`src/sv/dmcc_pkg.sv`:
```
// shared types and constants for the dual motor command controller
package dmcc_pkg;

  localparam int unsigned DUTY_BITS = 10;
  localparam int unsigned SPEED_BITS = 8;
  localparam int unsigned IDLE_BITS = 16;

  localparam logic [1:0] CMD_COMMAND = 2'd0;
  localparam logic [1:0] CMD_TICK = 2'd1;
  localparam logic [1:0] CMD_SPEEDS = 2'd2;

  localparam logic [3:0] CODE_ESTOP = 4'd0;
  localparam logic [3:0] CODE_STOP = 4'd1;
  localparam logic [3:0] CODE_SET_MANUAL = 4'd2;
  localparam logic [3:0] CODE_SET_AUTO = 4'd3;
  localparam logic [3:0] CODE_FWD = 4'd4;
  localparam logic [3:0] CODE_BACK = 4'd5;
  localparam logic [3:0] CODE_LEFT = 4'd6;
  localparam logic [3:0] CODE_RIGHT = 4'd7;

  localparam logic [1:0] DIR_OFF = 2'd0;
  localparam logic [1:0] DIR_REV = 2'd1;
  localparam logic [1:0] DIR_FWD = 2'd2;

  localparam logic [1:0] STATUS_STOPPED = 2'd0;
  localparam logic [1:0] STATUS_ESTOP = 2'd1;
  localparam logic [1:0] STATUS_MOVING = 2'd2;

  localparam logic [1:0] REG_DUTY_MAX = 2'd0;
  localparam logic [1:0] REG_MAX_STEP = 2'd1;
  localparam logic [1:0] REG_TIMEOUT = 2'd2;

  typedef enum logic [1:0] {
    OP_COMMAND,
    OP_TICK,
    OP_SPEEDS,
    OP_NOP
  } op_kind_e;

  typedef struct packed {
    op_kind_e              kind;
    logic [3:0]            code;
    logic [SPEED_BITS-1:0] value;
    logic [SPEED_BITS-1:0] left_target;
    logic [SPEED_BITS-1:0] right_target;
  } op_t;

  typedef struct packed {
    logic [DUTY_BITS-1:0]  duty_max;
    logic [SPEED_BITS-1:0] max_step;
    logic [IDLE_BITS-1:0]  timeout_ticks;
  } cfg_t;

endpackage

```
`src/sv/dual_motor_command_controller.sv`:
```
// top level: configuration registers, front end, back end
// path: a push is written into the operation queue, then executed into the result register, from which it is popped
// throughput: one transaction per cycle, set by the execute step, while the result register is empty or being popped
// the two-entry operation queue and the result register decouple push and pop
// reset: drive state, speeds, idle counter and latch clear to zero; queues empty
// registers reset to duty_max 1023, max_step 10, timeout_ticks 500
module dual_motor_command_controller import dmcc_pkg::*; (
  input  logic                  clk_i,
  input  logic                  rst_ni,
  input  logic                  psel,
  input  logic                  penable,
  input  logic                  pwrite,
  input  logic [3:0]            paddr,
  input  logic [31:0]           pwdata,
  output logic [31:0]           prdata,
  output logic                  pready,
  input  logic                  push,
  output logic                  full,
  input  logic [1:0]            cmd_i,
  input  logic [3:0]            code_i,
  input  logic [SPEED_BITS-1:0] value_i,
  input  logic [SPEED_BITS-1:0] left_target_i,
  input  logic [SPEED_BITS-1:0] right_target_i,
  output logic                  empty,
  input  logic                  pop,
  output logic [DUTY_BITS-1:0]  left_duty_o,
  output logic [DUTY_BITS-1:0]  right_duty_o,
  output logic [1:0]            left_dir_o,
  output logic [1:0]            right_dir_o,
  output logic [1:0]            status_o,
  output logic [SPEED_BITS-1:0] auto_speed_o
);

  cfg_t       cfg_q;
  logic       cfg_wr;
  logic [1:0] reg_sel;
  logic       op_valid;
  logic       op_ready;
  op_t        op;

  assign pready = 1'b1;
  assign cfg_wr = psel && penable && pwrite && pready;
  assign reg_sel = paddr[3:2];

  always_ff @(posedge clk_i or negedge rst_ni) begin
    if (!rst_ni) begin
      cfg_q.duty_max <= DUTY_BITS'(1023);
      cfg_q.max_step <= SPEED_BITS'(10);
      cfg_q.timeout_ticks <= IDLE_BITS'(500);
    end else if (cfg_wr) begin
      unique case (reg_sel)
        REG_DUTY_MAX: cfg_q.duty_max <= pwdata[DUTY_BITS-1:0];
        REG_MAX_STEP: cfg_q.max_step <= pwdata[SPEED_BITS-1:0];
        REG_TIMEOUT:  cfg_q.timeout_ticks <= pwdata[IDLE_BITS-1:0];
        default: ;
      endcase
    end
  end

  always_comb begin
    unique case (reg_sel)
      REG_DUTY_MAX: prdata = 32'(cfg_q.duty_max);
      REG_MAX_STEP: prdata = 32'(cfg_q.max_step);
      REG_TIMEOUT:  prdata = 32'(cfg_q.timeout_ticks);
      default:      prdata = '0;
    endcase
  end

  dmcc_front u_front (
    .clk_i          (clk_i),
    .rst_ni         (rst_ni),
    .push           (push),
    .full           (full),
    .cmd_i          (cmd_i),
    .code_i         (code_i),
    .value_i        (value_i),
    .left_target_i  (left_target_i),
    .right_target_i (right_target_i),
    .op_valid_o     (op_valid),
    .op_o           (op),
    .op_ready_i     (op_ready)
  );

  dmcc_back u_back (
    .clk_i        (clk_i),
    .rst_ni       (rst_ni),
    .cfg_i        (cfg_q),
    .op_valid_i   (op_valid),
    .op_i         (op),
    .op_ready_o   (op_ready),
    .empty        (empty),
    .pop          (pop),
    .left_duty_o  (left_duty_o),
    .right_duty_o (right_duty_o),
    .left_dir_o   (left_dir_o),
    .right_dir_o  (right_dir_o),
    .status_o     (status_o),
    .auto_speed_o (auto_speed_o)
  );

  a_latched_dirs_off: assert property (@(posedge clk_i) disable iff (!rst_ni)
    (!empty && status_o == STATUS_ESTOP) |-> (left_dir_o == DIR_OFF && right_dir_o == DIR_OFF))
    else $error("direction pins active while emergency stop is latched");

  a_dirs_paired: assert property (@(posedge clk_i) disable iff (!rst_ni)
    !empty |-> ((left_dir_o == DIR_OFF) == (right_dir_o == DIR_OFF)))
    else $error("only one motor side is switched off");

  a_dir_legal: assert property (@(posedge clk_i) disable iff (!rst_ni)
    !empty |-> (left_dir_o != 2'd3 && right_dir_o != 2'd3))
    else $error("both direction pins driven high");

endmodule

```
`src/sv/dmcc_front.sv`:
```
// front end: classifies incoming transactions into a two-entry operation queue
module dmcc_front import dmcc_pkg::*; (
  input  logic                  clk_i,
  input  logic                  rst_ni,
  input  logic                  push,
  output logic                  full,
  input  logic [1:0]            cmd_i,
  input  logic [3:0]            code_i,
  input  logic [SPEED_BITS-1:0] value_i,
  input  logic [SPEED_BITS-1:0] left_target_i,
  input  logic [SPEED_BITS-1:0] right_target_i,
  output logic                  op_valid_o,
  output op_t                   op_o,
  input  logic                  op_ready_i
);

  op_t        slot_q [2];
  logic       wr_ptr_q, wr_ptr_d;
  logic       rd_ptr_q, rd_ptr_d;
  logic [1:0] count_q, count_d;
  logic       do_push, do_pop;
  op_t        op_in;

  always_comb begin
    unique case (cmd_i)
      CMD_COMMAND: op_in.kind = OP_COMMAND;
      CMD_TICK:    op_in.kind = OP_TICK;
      CMD_SPEEDS:  op_in.kind = OP_SPEEDS;
      default:     op_in.kind = OP_NOP;
    endcase
    op_in.code = code_i;
    op_in.value = value_i;
    op_in.left_target = left_target_i;
    op_in.right_target = right_target_i;
  end

  assign full = (count_q == 2'd2);
  assign do_push = push && !full;
  assign op_valid_o = (count_q != 2'd0);
  assign do_pop = op_valid_o && op_ready_i;
  assign op_o = slot_q[rd_ptr_q];

  always_comb begin
    wr_ptr_d = wr_ptr_q ^ do_push;
    rd_ptr_d = rd_ptr_q ^ do_pop;
    count_d = count_q;
    if (do_push && !do_pop) begin
      count_d = count_q + 2'd1;
    end else if (!do_push && do_pop) begin
      count_d = count_q - 2'd1;
    end
  end

  always_ff @(posedge clk_i or negedge rst_ni) begin
    if (!rst_ni) begin
      wr_ptr_q <= 1'b0;
      rd_ptr_q <= 1'b0;
      count_q <= 2'd0;
    end else begin
      wr_ptr_q <= wr_ptr_d;
      rd_ptr_q <= rd_ptr_d;
      count_q <= count_d;
    end
  end

  always_ff @(posedge clk_i) begin
    if (do_push) begin
      slot_q[wr_ptr_q] <= op_in;
    end
  end

endmodule

```
`src/sv/dmcc_back.sv`:
```
// back end: executes operations against the drive state and registers the result
module dmcc_back import dmcc_pkg::*; (
  input  logic                  clk_i,
  input  logic                  rst_ni,
  input  cfg_t                  cfg_i,
  input  logic                  op_valid_i,
  input  op_t                   op_i,
  output logic                  op_ready_o,
  output logic                  empty,
  input  logic                  pop,
  output logic [DUTY_BITS-1:0]  left_duty_o,
  output logic [DUTY_BITS-1:0]  right_duty_o,
  output logic [1:0]            left_dir_o,
  output logic [1:0]            right_dir_o,
  output logic [1:0]            status_o,
  output logic [SPEED_BITS-1:0] auto_speed_o
);

  localparam int unsigned ProdW = SPEED_BITS + DUTY_BITS;
  localparam int unsigned ScaledW = ProdW + 9;

  // speed * duty_max / 255 via reciprocal 257/65536 and one correction step
  function automatic logic [DUTY_BITS-1:0] speed_to_duty(
    input logic [SPEED_BITS-1:0] speed,
    input logic [DUTY_BITS-1:0]  dmax
  );
    logic [ProdW-1:0]   prod;
    logic [ScaledW-1:0] scaled;
    logic [ProdW-1:0]   quot;
    logic [ProdW-1:0]   rem;
    prod = ProdW'(speed) * ProdW'(dmax);
    scaled = {ScaledW'(prod) << 8} + ScaledW'(prod);
    quot = ProdW'(scaled >> 16);
    rem = prod - ((quot << 8) - quot);
    if (rem >= ProdW'(255)) begin
      quot = quot + ProdW'(1);
    end
    return quot[DUTY_BITS-1:0];
  endfunction

  function automatic logic [SPEED_BITS-1:0] slew(
    input logic [SPEED_BITS-1:0] cur,
    input logic [SPEED_BITS-1:0] tgt,
    input logic [SPEED_BITS-1:0] step
  );
    logic [SPEED_BITS-1:0] diff;
    diff = (cur > tgt) ? (cur - tgt) : (tgt - cur);
    if (diff <= step) begin
      return tgt;
    end
    return (cur < tgt) ? (cur + step) : (cur - step);
  endfunction

  logic                  estop_q, estop_d;
  logic [SPEED_BITS-1:0] manual_q, manual_d;
  logic [SPEED_BITS-1:0] auto_q, auto_d;
  logic [SPEED_BITS-1:0] cur_left_q, cur_left_d;
  logic [SPEED_BITS-1:0] cur_right_q, cur_right_d;
  logic [IDLE_BITS-1:0]  idle_q, idle_d;
  logic [DUTY_BITS-1:0]  ld_q, ld_d;
  logic [DUTY_BITS-1:0]  rd_q, rd_d;
  logic [1:0]            ldir_q, ldir_d;
  logic [1:0]            rdir_q, rdir_d;
  logic                  out_valid_q, out_valid_d;
  logic [1:0]            status_q, status_d;
  logic                  take;
  logic [DUTY_BITS-1:0]  duty_in;
  logic [DUTY_BITS-1:0]  duty_a, duty_b;
  logic [SPEED_BITS-1:0] slew_left, slew_right;

  assign op_ready_o = !out_valid_q || pop;
  assign take = op_valid_i && op_ready_o;
  assign empty = !out_valid_q;

  assign slew_left = slew(cur_left_q, op_i.left_target, cfg_i.max_step);
  assign slew_right = slew(cur_right_q, op_i.right_target, cfg_i.max_step);

  always_comb begin
    duty_in = speed_to_duty(manual_q, cfg_i.duty_max);
    duty_a = duty_in;
    duty_b = speed_to_duty(slew_right, cfg_i.duty_max);
    if (op_i.kind == OP_SPEEDS) begin
      duty_a = speed_to_duty(slew_left, cfg_i.duty_max);
    end
  end

  always_comb begin
    estop_d = estop_q;
    manual_d = manual_q;
    auto_d = auto_q;
    cur_left_d = cur_left_q;
    cur_right_d = cur_right_q;
    idle_d = idle_q;
    ld_d = ld_q;
    rd_d = rd_q;
    ldir_d = ldir_q;
    rdir_d = rdir_q;
    if (take) begin
      case (op_i.kind)
        OP_COMMAND: begin
          idle_d = '0;
          if (op_i.code == CODE_ESTOP) begin
            estop_d = 1'b1;
            ld_d = '0;
            rd_d = '0;
            ldir_d = DIR_OFF;
            rdir_d = DIR_OFF;
          end else if (!estop_q || op_i.code == CODE_STOP) begin
            unique case (op_i.code)
              CODE_STOP: begin
                estop_d = 1'b0;
                ld_d = '0;
                rd_d = '0;
                ldir_d = DIR_OFF;
                rdir_d = DIR_OFF;
              end
              CODE_SET_MANUAL: manual_d = op_i.value;
              CODE_SET_AUTO:   auto_d = op_i.value;
              CODE_FWD: begin
                ld_d = duty_a;
                rd_d = duty_a;
                ldir_d = DIR_FWD;
                rdir_d = DIR_FWD;
              end
              CODE_BACK: begin
                ld_d = duty_a;
                rd_d = duty_a;
                ldir_d = DIR_REV;
                rdir_d = DIR_REV;
              end
              CODE_LEFT: begin
                ld_d = duty_a >> 1;
                rd_d = duty_a;
                ldir_d = DIR_REV;
                rdir_d = DIR_FWD;
              end
              CODE_RIGHT: begin
                ld_d = duty_a;
                rd_d = duty_a >> 1;
                ldir_d = DIR_FWD;
                rdir_d = DIR_REV;
              end
              default: ;
            endcase
          end
        end
        OP_TICK: begin
          if (idle_q != '1) begin
            idle_d = idle_q + IDLE_BITS'(1);
          end
          if (idle_d >= cfg_i.timeout_ticks && !estop_q) begin
            ld_d = '0;
            rd_d = '0;
            ldir_d = DIR_OFF;
            rdir_d = DIR_OFF;
          end
        end
        OP_SPEEDS: begin
          cur_left_d = slew_left;
          cur_right_d = slew_right;
          ld_d = duty_a;
          rd_d = duty_b;
        end
        default: ;
      endcase
    end
  end

  always_comb begin
    if (estop_d) begin
      status_d = STATUS_ESTOP;
    end else if (cur_left_d != '0 || cur_right_d != '0) begin
      status_d = STATUS_MOVING;
    end else begin
      status_d = STATUS_STOPPED;
    end
    out_valid_d = take || (out_valid_q && !pop);
  end

  always_ff @(posedge clk_i or negedge rst_ni) begin
    if (!rst_ni) begin
      estop_q <= 1'b0;
      manual_q <= '0;
      auto_q <= '0;
      cur_left_q <= '0;
      cur_right_q <= '0;
      idle_q <= '0;
      ld_q <= '0;
      rd_q <= '0;
      ldir_q <= DIR_OFF;
      rdir_q <= DIR_OFF;
      out_valid_q <= 1'b0;
      status_q <= STATUS_STOPPED;
    end else begin
      estop_q <= estop_d;
      manual_q <= manual_d;
      auto_q <= auto_d;
      cur_left_q <= cur_left_d;
      cur_right_q <= cur_right_d;
      idle_q <= idle_d;
      ld_q <= ld_d;
      rd_q <= rd_d;
      ldir_q <= ldir_d;
      rdir_q <= rdir_d;
      out_valid_q <= out_valid_d;
      if (take) begin
        status_q <= status_d;
      end
    end
  end

  assign left_duty_o = ld_q;
  assign right_duty_o = rd_q;
  assign left_dir_o = ldir_q;
  assign right_dir_o = rdir_q;
  assign status_o = status_q;
  assign auto_speed_o = auto_q;

endmodule
```
`config.mk`:
```
export PLATFORM = sky130hd
export DESIGN_NAME = dual_motor_command_controller
export DESIGN_NICKNAME = d
export VERILOG_FILES = /design/src/sv/dmcc_pkg.sv /design/src/sv/dual_motor_command_controller.sv /design/src/sv/dmcc_front.sv /design/src/sv/dmcc_back.sv
export SDC_FILE = /design/constraint.sdc
export NUM_CORES = 1
export LEC_CHECK = 0
export BUFFER_PORTS_ARGS = -buffer_cell sky130_fd_sc_hd__clkbuf_2
export CAP_MARGIN = 20
export CORE_UTILIZATION = 58
export CTS_CLUSTER_DIAMETER = 60
export CTS_CLUSTER_SIZE = 20
export DETAILED_ROUTE_END_ITERATION = 7
export GPL_TIMING_DRIVEN = 1
export PLACE_DENSITY = 0.79
export SLEW_MARGIN = 20
export SYNTH_ARGS = -nofsm -noshare
export SYNTH_HDL_FRONTEND = slang
export SYNTH_SLANG_ARGS = --single-unit
```
`constraint.sdc`:
```
create_clock -name clk_i -period 16.2 [get_ports clk_i]
set_input_delay 0.81 -clock clk_i [delete_from_list [all_inputs] [get_ports clk_i]]
set_output_delay 0.81 -clock clk_i [all_outputs]
set_load 0.01 [all_outputs]
```
* Word-level counts from Yosys, hierarchy flattened
Memory sizes are Yosys's and may differ from the RTL's.
Cells that the tools add are included.
** Word-level totals
- Flip-flop bits (word level) :: 114
- Bits in latches :: 0
- RAM bits :: 60
- Memory bits (read-only) :: 0
- Input port bits :: 73
- Output and inout bits :: 69
- Logic and storage cells :: 176
- Memories kept :: 1
** Operators by class
- $add $sub $neg :: 23
- Multipliers :: 3
- Divide/modulo/power cells :: 0
- $lt $le $gt $ge :: 10
- Equality and inequality tests :: 21
- Shifts and indexed selects :: 0
- Multiplexer cells :: 53
- Bitwise gates (word level) :: 3
- Reductions and logical operators :: 44
** Memories
- u_front.slot_q :: words 2, bits a word 30, rd ports 1, clocked after memory_dff 0, wr ports 1, line dmcc_front.sv:17 : op_t slot_q [2];
** Operators by type and width (number)
- 10-bit case mux with 3 select lines :: 4
- 8-bit two-way mux :: 12
- 10-bit two-way mux :: 9
- 26-bit by 18-bit adder with 27-bit output :: 3
- 18-bit by 8-bit greater-or-equal comparator with 1-bit output, second input constant :: 3
- 8-bit by 10-bit multiplier with 18-bit output :: 3
- 18-bit by 11-bit subtractor with 18-bit output :: 3
- 18-bit subtractor :: 3
- 16-bit two-way mux :: 3
- 16-bit case mux with 3 select lines :: 1
- 8-bit subtractor :: 6
- 16-bit case mux with 2 select lines :: 1
- 10-bit by 1-bit adder with 10-bit output, second input constant :: 3
- 5-bit AND reduction :: 6
- 2-bit two-way mux :: 9
- 2-bit case mux with 3 select lines :: 3
- 16-bit by 1-bit adder with 16-bit output, second input constant :: 1
- 8-bit adder :: 2
- 4-bit by 3-bit == test with 1-bit output, second input constant :: 4
- 16-bit greater-or-equal comparator :: 1
- 8-bit > comparator :: 2
- 8-bit <= comparator :: 2
- 8-bit less-than comparator :: 2
- 16-bit != test, second input constant :: 1
- other kinds (25) :: 70

* Longest topological paths before layout
Gate-level depths: netlist of run 1.
An unclocked memory read counts as a cell.
- Depth in word-level cells :: 17
- Mapped depth :: 69
- Depth with buffers taken out :: 66

* Cells and area by module
Synthesis of run 1 repeated with hierarchy kept, for this count alone.
** Unflattened totals
- Cells, all modules :: 2676
- Area total of the unflattened synthesis :: 23890.4 µm²
** By module, submodules not included
- dmcc_back :: instances 1, cells each 2431, area an instance 19757.7 µm², sequential area each 1901.8 µm²
- dmcc_front :: instances 1, cells each 113, area an instance 2399.8 µm², sequential area each 1901.8 µm²
- dual_motor_command_controller :: instances 1, cells each 132, area an instance 1732.9 µm², sequential area each 873.3 µm²

* Worst setup path after synthesis of run 1
No wires, ideal clock.
- Path kind :: reg-to-reg
- Start :: register u_front.rd_ptr_q
- End :: register u_back.rd_q[1], in the netlist u_back.right_duty_o[1]
- Setup time :: 134 ps
- Data arrival time :: 15168 ps
- Required time :: 16066 ps
- Path slack :: 898 ps
- Cell stages (with the launch flop) :: 65
- Buffers on the path :: 7
- Period minus slack after synthesis :: 15302 ps
- Cell sequence :: dfrtp_1 > buf_4 > clkbuf_1 > clkbuf_1 > mux2i_1 > fa_1 > a21o_1 > a21oi_1 > o221a_2 > nor2_1 > mux2i_1 > o21ai_0 > a21oi_1 > o21ai_0 > nand2_1 > nand2_1 > a21oi_1 > xnor2_1 > [29 not listed] > ha_1 > inv_1 > fa_1 > inv_1 > ha_1 > or4_4 > o32ai_2 > a21oi_2 > o2bb2ai_2 > xor2_1 > nand4_1 > or4_1 > or4_1 > buf_6 > nor2_8 > mux2_1 > a222oi_1 > o21ai_1
** Between the ends
- Cells in the longest elaborated chain, start to end :: 17
- Elaborated cells between the ends (all ways) :: 56
- Those cells by class :: 12 x add/sub; 2 x mul; 8 x order compare; 10 x eq/ne; 17 x mux; 6 x reduce/logical; 1 x memory
** Ends and longest elaborated chain
- from (decl) :: line dmcc_front.sv:19 : logic rd_ptr_q, rd_ptr_d;
- from (signal assigned) :: line dmcc_front.sv:61 : rd_ptr_q <= rd_ptr_d;
- memory read 2 x 30 bit *
- 8-bit subtractor / 8-bit > comparator (equally long branches) :: line dmcc_back.sv:47 : diff = (cur > tgt) ? (cur - tgt) : (tgt - cur);
- 8-bit two-way mux :: line dmcc_back.sv:47
- 8-bit <= comparator :: line dmcc_back.sv:48 : if (diff <= step) begin
- 1-bit two-way mux :: line dmcc_back.sv:48
- 8-bit two-way mux :: line dmcc_back.sv:51 : return (cur < tgt) ? (cur + step) : (cur - step);
- 8-bit by 10-bit multiplier with 18-bit output :: line dmcc_back.sv:31 : prod = ProdW'(speed) * ProdW'(dmax);
- 26-bit by 18-bit adder with 27-bit output :: line dmcc_back.sv:32 : scaled = {ScaledW'(prod) << 8} + ScaledW'(prod);
- 18-bit by 11-bit subtractor with 18-bit output :: line dmcc_back.sv:34 : rem = prod - ((quot << 8) - quot);
- 18-bit subtractor :: line dmcc_back.sv:34
- 18-bit by 8-bit greater-or-equal comparator with 1-bit output :: line dmcc_back.sv:35 : if (rem >= ProdW'(255)) begin
- 10-bit two-way mux :: line dmcc_back.sv:35
- 10-bit two-way mux :: line dmcc_back.sv:82 : if (op_i.kind == OP_SPEEDS) begin
- 10-bit case mux with 3 select lines :: line dmcc_back.sv:109 : unique case (op_i.code)
- 10-bit two-way mux :: line dmcc_back.sv:108 : end else if (!estop_q || op_i.code == CODE_STOP) begin
- 10-bit two-way mux :: line dmcc_back.sv:102 : if (op_i.code == CODE_ESTOP) begin
- 10-bit case mux with 3 select lines :: line dmcc_back.sv:99 : case (op_i.kind)
- to (signal assigned) :: line dmcc_back.sv:202 : rd_q <= rd_d;
- to (decl) :: line dmcc_back.sv:61 : logic [DUTY_BITS-1:0] rd_q, rd_d;
Every way passes the cells marked *; elsewhere a longest branch is shown, timed or not. The select of a mux whose other input is x is not followed.
A chain may end at the register's enable or synchronous reset.

* Worst setup path in the final report of run 1
Ends and elaborated chain as after synthesis.

==> impl_metrics.env, run 1 <==
export IMPL_outcome="complete, but fails checks"
export IMPL_violations="design-rule violations"
export IMPL_io_buffers=106
export IMPL_core_sq_mm=0.04185
export IMPL_synth_edf_count=60
export IMPL_cts_htree_levels=4
export IMPL_syn_area_per_cell_sq_um=8.712
export IMPL_initial_core_util_pct=58.72
export IMPL_wire_per_inst_um=17.98
export IMPL_ys_seq_elements=174
export IMPL_async_reset_ff_share_pct=65.52
export IMPL_hold_violations=0
export IMPL_synthTopCellsByCount="394 x inv_1, 319 x ha_1, 262 x nand2_1"
export IMPL_cp_end_kind="flop"
export IMPL_rr_startpoint="u_front.rd_ptr_q"
export IMPL_tightest_slew_ns=0.9830
export IMPL_syn2layout_area_growth_pct=7.769
export IMPL_hold_class="in -> async"
export IMPL_worstSetupPathType="reg -> reg"
export IMPL_antenna_found_initial=0
export IMPL_drc_errors=1
export IMPL_syn_area_sq_mm=0.02458
export IMPL_critPathMaxStageDelay_ns=0.62
export IMPL_rows=75
export IMPL_cp_endpoint="u_back.right_duty_o[1]"
export IMPL_pre_cts_ws_ns=0.09486
export IMPL_final_instance_count_excl_fill=3457
export IMPL_drt_total_wl_mm=62.15
export IMPL_nets=3453
export IMPL_firstDrtPassIters=8
export IMPL_dp_hpwl_mm=49.69
export IMPL_placed_cells=3415
export IMPL_antenna_cells=0
export IMPL_final_layout_size_suffix_gt1_share_pct=12.06
export IMPL_drt_iter0_drc=1410
export IMPL_vias=20620
export IMPL_die_height_um=207.8
export IMPL_finalMaxSlewViolations=0
export IMPL_r2r_cells=60
export IMPL_clkLatencyLatePin_ns=0.47
export IMPL_slew_headroom_pct=34.33
export IMPL_cts_tree="yes"
export IMPL_yosys_area_top_type="ha_1"
export IMPL_synth_cell_types=118
export IMPL_cp_max_fo=10
export IMPL_vias_per_cell=5.964
export IMPL_root_buffer="clkbuf_16"
export IMPL_yosys_warnings=0
export IMPL_clk_path_buf_depth=2
export IMPL_rr_endpoint="u_back.right_duty_o[1]"
export IMPL_grt_max_degree=83
export IMPL_grt_pass1_wl_mm=102.7
export IMPL_finalSetupTns_ns=0
export IMPL_num_io_pins=142
export IMPL_first_global_vias=20990
export IMPL_skew_ns=0.02383
export IMPL_startpoint_type="flop"
export IMPL_cts_hold_repair_buffers=0
export IMPL_setup_slack_ns=0.6946
export IMPL_setup_viol=0
export IMPL_period_needed_ns=15.51
export IMPL_die_x_um=207.8
export IMPL_synth_most_common_cell="inv_1"
export IMPL_clock_sinks=174
export IMPL_seq_area_frac_synth_pct=19.03
export IMPL_maxCapViolCount=0
export IMPL_grt_overflow_total=0
export IMPL_synth_top_area_share_pct=16.24
export IMPL_crit_arrival_ns=15.86
export IMPL_min_period_over_period_pct=95.71
export IMPL_gp_congestion=0.9439
export IMPL_path_clk_slew_ns=0.08
export IMPL_startpoint="u_front.rd_ptr_q"
export IMPL_syn_inst=2821
export IMPL_clock_fmax_ghz=0.06449
export IMPL_critPathSlowestCell="or4_4"
export IMPL_synthFlopType="dfrtp_1"
export IMPL_antenna_left=0
export IMPL_cts_buffers=17
export IMPL_dieArea_sq_mm=0.04320
export IMPL_cp_required_ns=16.55
export IMPL_grtUsageTotal_pct=29.27
export IMPL_regToRegSetupSlack_ns=0.69
export IMPL_synth_area_leaders="ha_1 16%, fa_1 13%, dfrtp_1 9.8%"
cells by family (layout without fill, tap and decap cells):
logic type,count (synthesis),after routing,share of synthesized area [%]
AO/OA/AOI/OAI,562,562,15.73
other,2,17,0.03056
adder cells (fa/ha/maj),475,475,28.95
AND/OR/NAND/NOR,837,837,17.77
buffers and inverters,509,591,8.187
XOR/XNOR,155,155,5.707
flip-flops,174,174,19.03
multiplexers,107,107,4.602
worst min-delay path by stage:
stage / cells after the start / to / startpoint
4_1_cts: 1 / u_front.count_q[1] / rst_ni
3_3_place_gp: 2 / u_back.auto_speed_o[2] / u_back.auto_speed_o[2]
6_report: 1 / u_back.right_dir_o[0] / rst_ni
2_1_floorplan: 2 / u_back.out_valid_q / u_back.out_valid_q
5_1_grt: 1 / u_front.count_q[1] / rst_ni
3_5_place_dp: 2 / u_back.left_duty_o[9] / u_back.left_duty_o[9]
final cells by class:
cell class / instances / area, sq um
clock inverters: 14 / 152.6
well taps: 539 / 674.4
clock buffers: 18 / 429.2
inverters: 395 / 1483
repair buffers: 164 / 992.2
fillers: 3501 / 15370
multi-input cells: 2153 / 18070
flip-flops and latches: 174 / 4681
metal layers:
| metal | part of all wire, % | global-route usage (%) | up-vias |
|---|---|---|---|
| met5 | 0 | 0 | - |
| met4 | 2.7 | 10.09 | 0 |
| met3 | 6.4 | 4.327 | 97 |
| met2 | 47 | 48.57 | 695 |
| met1 | 44 | 39.01 | 10020 |
| li1 | - | - | 9807 |
layout by cell type, fill, tap and decap left out, types with 18 or more instances in the layout:
cell type | netlist | routed
a211oi_1 | 24 | 24
a21o_1 | 50 | 50
a21oi_1 | 117 | 111
and2_1 | 147 | 147
and3_1 | 31 | 31
buf_4 | 18 | 55
clkbuf_2 | 0 | 105
dfrtp_1 | 96 | 95
dfstp_2 | 18 | 18
edfxtp_1 | 60 | 60
fa_1 | 156 | 156
ha_1 | 319 | 318
inv_1 | 394 | 394
mux2_2 | 47 | 47
mux2i_1 | 59 | 53
nand2_1 | 262 | 262
nand2b_1 | 23 | 23
nand3_1 | 45 | 45
nand4_1 | 26 | 26
nor2_1 | 120 | 119
nor2b_1 | 40 | 40
nor3_1 | 39 | 39
o211ai_1 | 20 | 20
o21a_1 | 30 | 30
o21ai_0 | 126 | 118
xnor2_1 | 108 | 108
xor2_1 | 44 | 44
repair_timing:
action	in CTS	in global routing
setup buffers	0	10
gates resized for setup	0	36
setup endpoints to repair	0	20
critical path, delay by kind of cell (launching register included):
| family | cells | cell delay (ns) |
|---|---|---|
| fa+ha+maj | 11 | 4.55 |
| flops | 1 | 0.58 |
| simple gates | 12 | 3.07 |
| compound gates | 25 | 4.99 |
| buf+inv | 6 | 0.72 |
| xor+xnor | 3 | 0.50 |
| mux | 3 | 0.95 |
sequential cells by signal, indices dropped and copies added, names as in the netlist, 10 cells and up:
signal,flops
cfg_q,34
u_back.idle_q,16
u_back.left_duty_o,10
u_back.right_duty_o,10
u_front.slot_q,60
per-stage QoR:
step | hold slack (ns) | instance area (sq um) | util, %
final | 0.2909 | 26490 | 63.28
after global routing | 0.3172 | 26490 | 63.28
after CTS | 0.2788 | 26260 | 62.74
after detailed placement | 0.4697 | 25680 | 61.35
after global placement | 0.4690 | 25680 | 61.35
after floorplan | 0.4660 | 24630 | -
Power of run 1 is left out: the tool's default activity adds up to more than one toggle a clock period on the data nets, which glitch-free logic cannot reach.
==> inputs of run 2 (changes only) <==
--- a/config.mk
+++ b/config.mk
@@ -5,6 +5,7 @@
 export SDC_FILE = /design/constraint.sdc
 export NUM_CORES = 1
 export LEC_CHECK = 0
+export ABC_AREA = 1
 export BUFFER_PORTS_ARGS = -buffer_cell sky130_fd_sc_hd__clkbuf_2
 export CAP_MARGIN = 20
 export CORE_UTILIZATION = 58
@@ -16,4 +17,5 @@
 export SLEW_MARGIN = 20
 export SYNTH_ARGS = -nofsm -noshare
 export SYNTH_HDL_FRONTEND = slang
+export SYNTH_HIERARCHICAL = 1
 export SYNTH_SLANG_ARGS = --single-unit
==> run 2 against run 1 <==
Against the previous run:
- the run now ends clean
- final cell count grew 23%
- worst hold slack gained 0.077 ns
- synthesized cell count grew 28%
- core utilization shrank 0.34 points
- critical path depth grew 13
- routed wire length shrank 0.48%
- clock skew shrank 0.011 ns
- global-route usage grew 0.16 points
- flip-flop and latch count is the same
- critical path type unchanged
==> impl_metrics.env, run 2 <==
export IMPL_core_sq_mm=0.04232
export IMPL_cts_resized=0
export IMPL_cts_tree="yes"
export IMPL_synth_compound_area_share_pct=8.305
export IMPL_maxCapViolCount=0
export IMPL_first_global_vias=22220
export IMPL_crit_arrival_ns=15.25
export IMPL_syn_inst=3607
export IMPL_final_common_cell="nand2_1"
export IMPL_use_met2_pct=50.59
export IMPL_root_buffer="clkbuf_16"
export IMPL_dp_hpwl_mm=49.78
export IMPL_cts_hold_repair_buffers=0
export IMPL_grt_pass1_wl_mm=105.3
export IMPL_tightest_slew_ns=0.9888
export IMPL_seq_area_frac_synth_pct=18.63
export IMPL_crit_family="adder cells"
export IMPL_synthTopCellsByCount="1023 x nand2_1, 723 x inv_1, 318 x ha_1"
export IMPL_cts_buffers=17
export IMPL_die_x_um=210.0
export IMPL_final_cell_mix="1023 x nand2_1, 723 x inv_1, 318 x ha_1"
export IMPL_antenna_left=0
export IMPL_path_clk_slew_ns=0.08
export IMPL_critPathSlowestCell="o21ai_1"
export IMPL_cp_max_fo=31
export IMPL_finalSetupTns_ns=0
export IMPL_synth_top_family_by_area="adder cells"
export IMPL_worstSetupPathType="reg -> reg"
export IMPL_synth_most_common_cell="nand2_1"
export IMPL_period_needed_ns=14.87
export IMPL_skew_ns=0.01308
export IMPL_syn2layout_area_growth_pct=6.127
export IMPL_final_layout_size_suffix_gt1_share_pct=7.895
export IMPL_clock_fmax_ghz=0.06723
export IMPL_synth_cell_types=63
export IMPL_nets=4220
export IMPL_dieArea_sq_mm=0.04411
export IMPL_synthAdderAreaFrac_pct=28.30
export IMPL_firstDrtPassIters=6
export IMPL_vias=22500
export IMPL_clk_path_buf_depth=2
export IMPL_vias_per_cell=5.277
export IMPL_num_io_pins=142
export IMPL_cp_depth=73
export IMPL_initial_core_util_pct=59.31
export IMPL_outcome="completed"
export IMPL_cp_num_buf_inv=12
export IMPL_gp_congestion=0.9881
export IMPL_cp_required_ns=16.58
export IMPL_io_buffers=106
export IMPL_syn_area_per_cell_sq_um=6.958
export IMPL_hold_class="in -> async"
export IMPL_min_period_over_period_pct=91.81
export IMPL_startpoint_type="flop"
export IMPL_synthXorXnorAreaFrac_pct=3.714
export IMPL_finalMaxSlewViolations=0
export IMPL_largest_register_ff_count=60
export IMPL_ys_seq_elements=174
export IMPL_grtUsageTotal_pct=29.42
export IMPL_synth_top_area_share_pct=15.85
export IMPL_die_height_um=210.0
export IMPL_synthMuxAreaShare_pct=0.07976
export IMPL_top_usage_layer="met2"
export IMPL_drt_total_wl_mm=61.84
export IMPL_critPathMaxStageDelay_ns=0.78
export IMPL_wire_per_inst_um=14.51
export IMPL_drt_iter0_drc=1533
export IMPL_async_reset_ff_share_pct=65.52
export IMPL_post_synth_and_or_nand_nor_area_fraction_pct=28.08
export IMPL_yosys_warnings=6
export IMPL_cts_htree_levels=4
export IMPL_setup_viol=0
export IMPL_use_met1_pct=37.60
export IMPL_layout_top_registers="u_front/slot_q (60), cfg_q (34), u_back/idle_q (16)"
export IMPL_grt_overflow_total=0
export IMPL_syn_area_sq_mm=0.02510
export IMPL_post_cts_buffers=0
export IMPL_clock_sinks=174
export IMPL_antenna_found_initial=0
export IMPL_rsz0062_at_grt="no"
export IMPL_regMostFlops="u_front/slot_q"
export IMPL_r2r_cells=73
export IMPL_cp_end_kind="flop"
export IMPL_grt_max_degree=71
export IMPL_synth_area_leaders="ha_1 16%, nand2_1 15%, fa_1 12%"
export IMPL_synth_edf_count=60
export IMPL_antenna_cells=0
export IMPL_hold_violations=0
export IMPL_slew_headroom_pct=33.84
export IMPL_yosys_area_top_type="ha_1"
export IMPL_use_met3_pct=4.201
export IMPL_clkLatencyLatePin_ns=0.46
export IMPL_synthFlopType="dfrtp_1"
export IMPL_drc_errors=0
export IMPL_rows=75
-- run 2: cell type report --
| type | count | area (sq um) |
|---|---|---|
| inverter | 745 | 2796 |
| clock buffer | 18 | 439.2 |
| multi-input combinational | 2623 | 17260 |
| timing repair buffer | 112 | 578.1 |
| sequential | 174 | 4677 |
| fill | 3867 | 15690 |
| clock inverter | 14 | 167.7 |
| tap | 577 | 721.9 |
-- run 2: per-stage QoR --
stage	hold slack (ns)	utilization [%]	setup WS (ns)	std cells	cell area, sq um
after floorplan	0.4417	-	4.332	3622	25160
after global placement	0.4584	61.49	1.825	4231	26030
after detailed placement	0.4623	61.49	1.591	4231	26030
after CTS	0.3767	62.93	1.521	4263	26630
after global routing	0.4132	62.94	0.06410	4263	26640
final	0.3680	62.94	1.327	4263	26640
-- run 2: path summary, 6_finish.rpt --
path / startpoint / endpoint / slack (ns)
min in group clk_i: cfg_q[8] / cfg_q[8] / 0.48
worst max-delay path: u_front/rd_ptr_q / u_back/left_duty_o[3] / 1.33
worst min register to register: cfg_q[8] / cfg_q[8] / 0.48
worst min-delay path: rst_ni / u_back/status_o[0] / 0.37
worst max register to register: u_front/rd_ptr_q / u_back/left_duty_o[3] / 1.33
max in group asynchronous: rst_ni / u_back/cur_left_q[0] / 14.46
-- run 2: kinds of logic after synthesis --
family,after synthesis
AND/OR/NAND/NOR,1658
buffers and inverters,825
adder cells (fa/ha/maj),474
AO/OA/AOI/OAI,369
flip-flops,174
XOR/XNOR,103
other,2
multiplexers,2
-- run 2: per-layer routing --
metal  vias to the layer above  wire [um]
li1                      11310          -
met1                     10430      26950
met2                       652      29130
met3                       112       3820
met4                         0       1942
met5                         -          0
-- run 2: worst register-to-register path, delay by kind of cell (launching register included) --
kind / cells / cell delay (ns)
AOI/OAI and AO/OA: 15 / 3.25
xor gates and xnor gates: 2 / 0.49
adders and majority gates: 11 / 4.62
buffers and inverters: 12 / 1.33
DFF: 1 / 0.40
muxes: 1 / 0.36
and+or+nand+nor: 32 / 4.33
Power of run 2 is left out for the same reason.
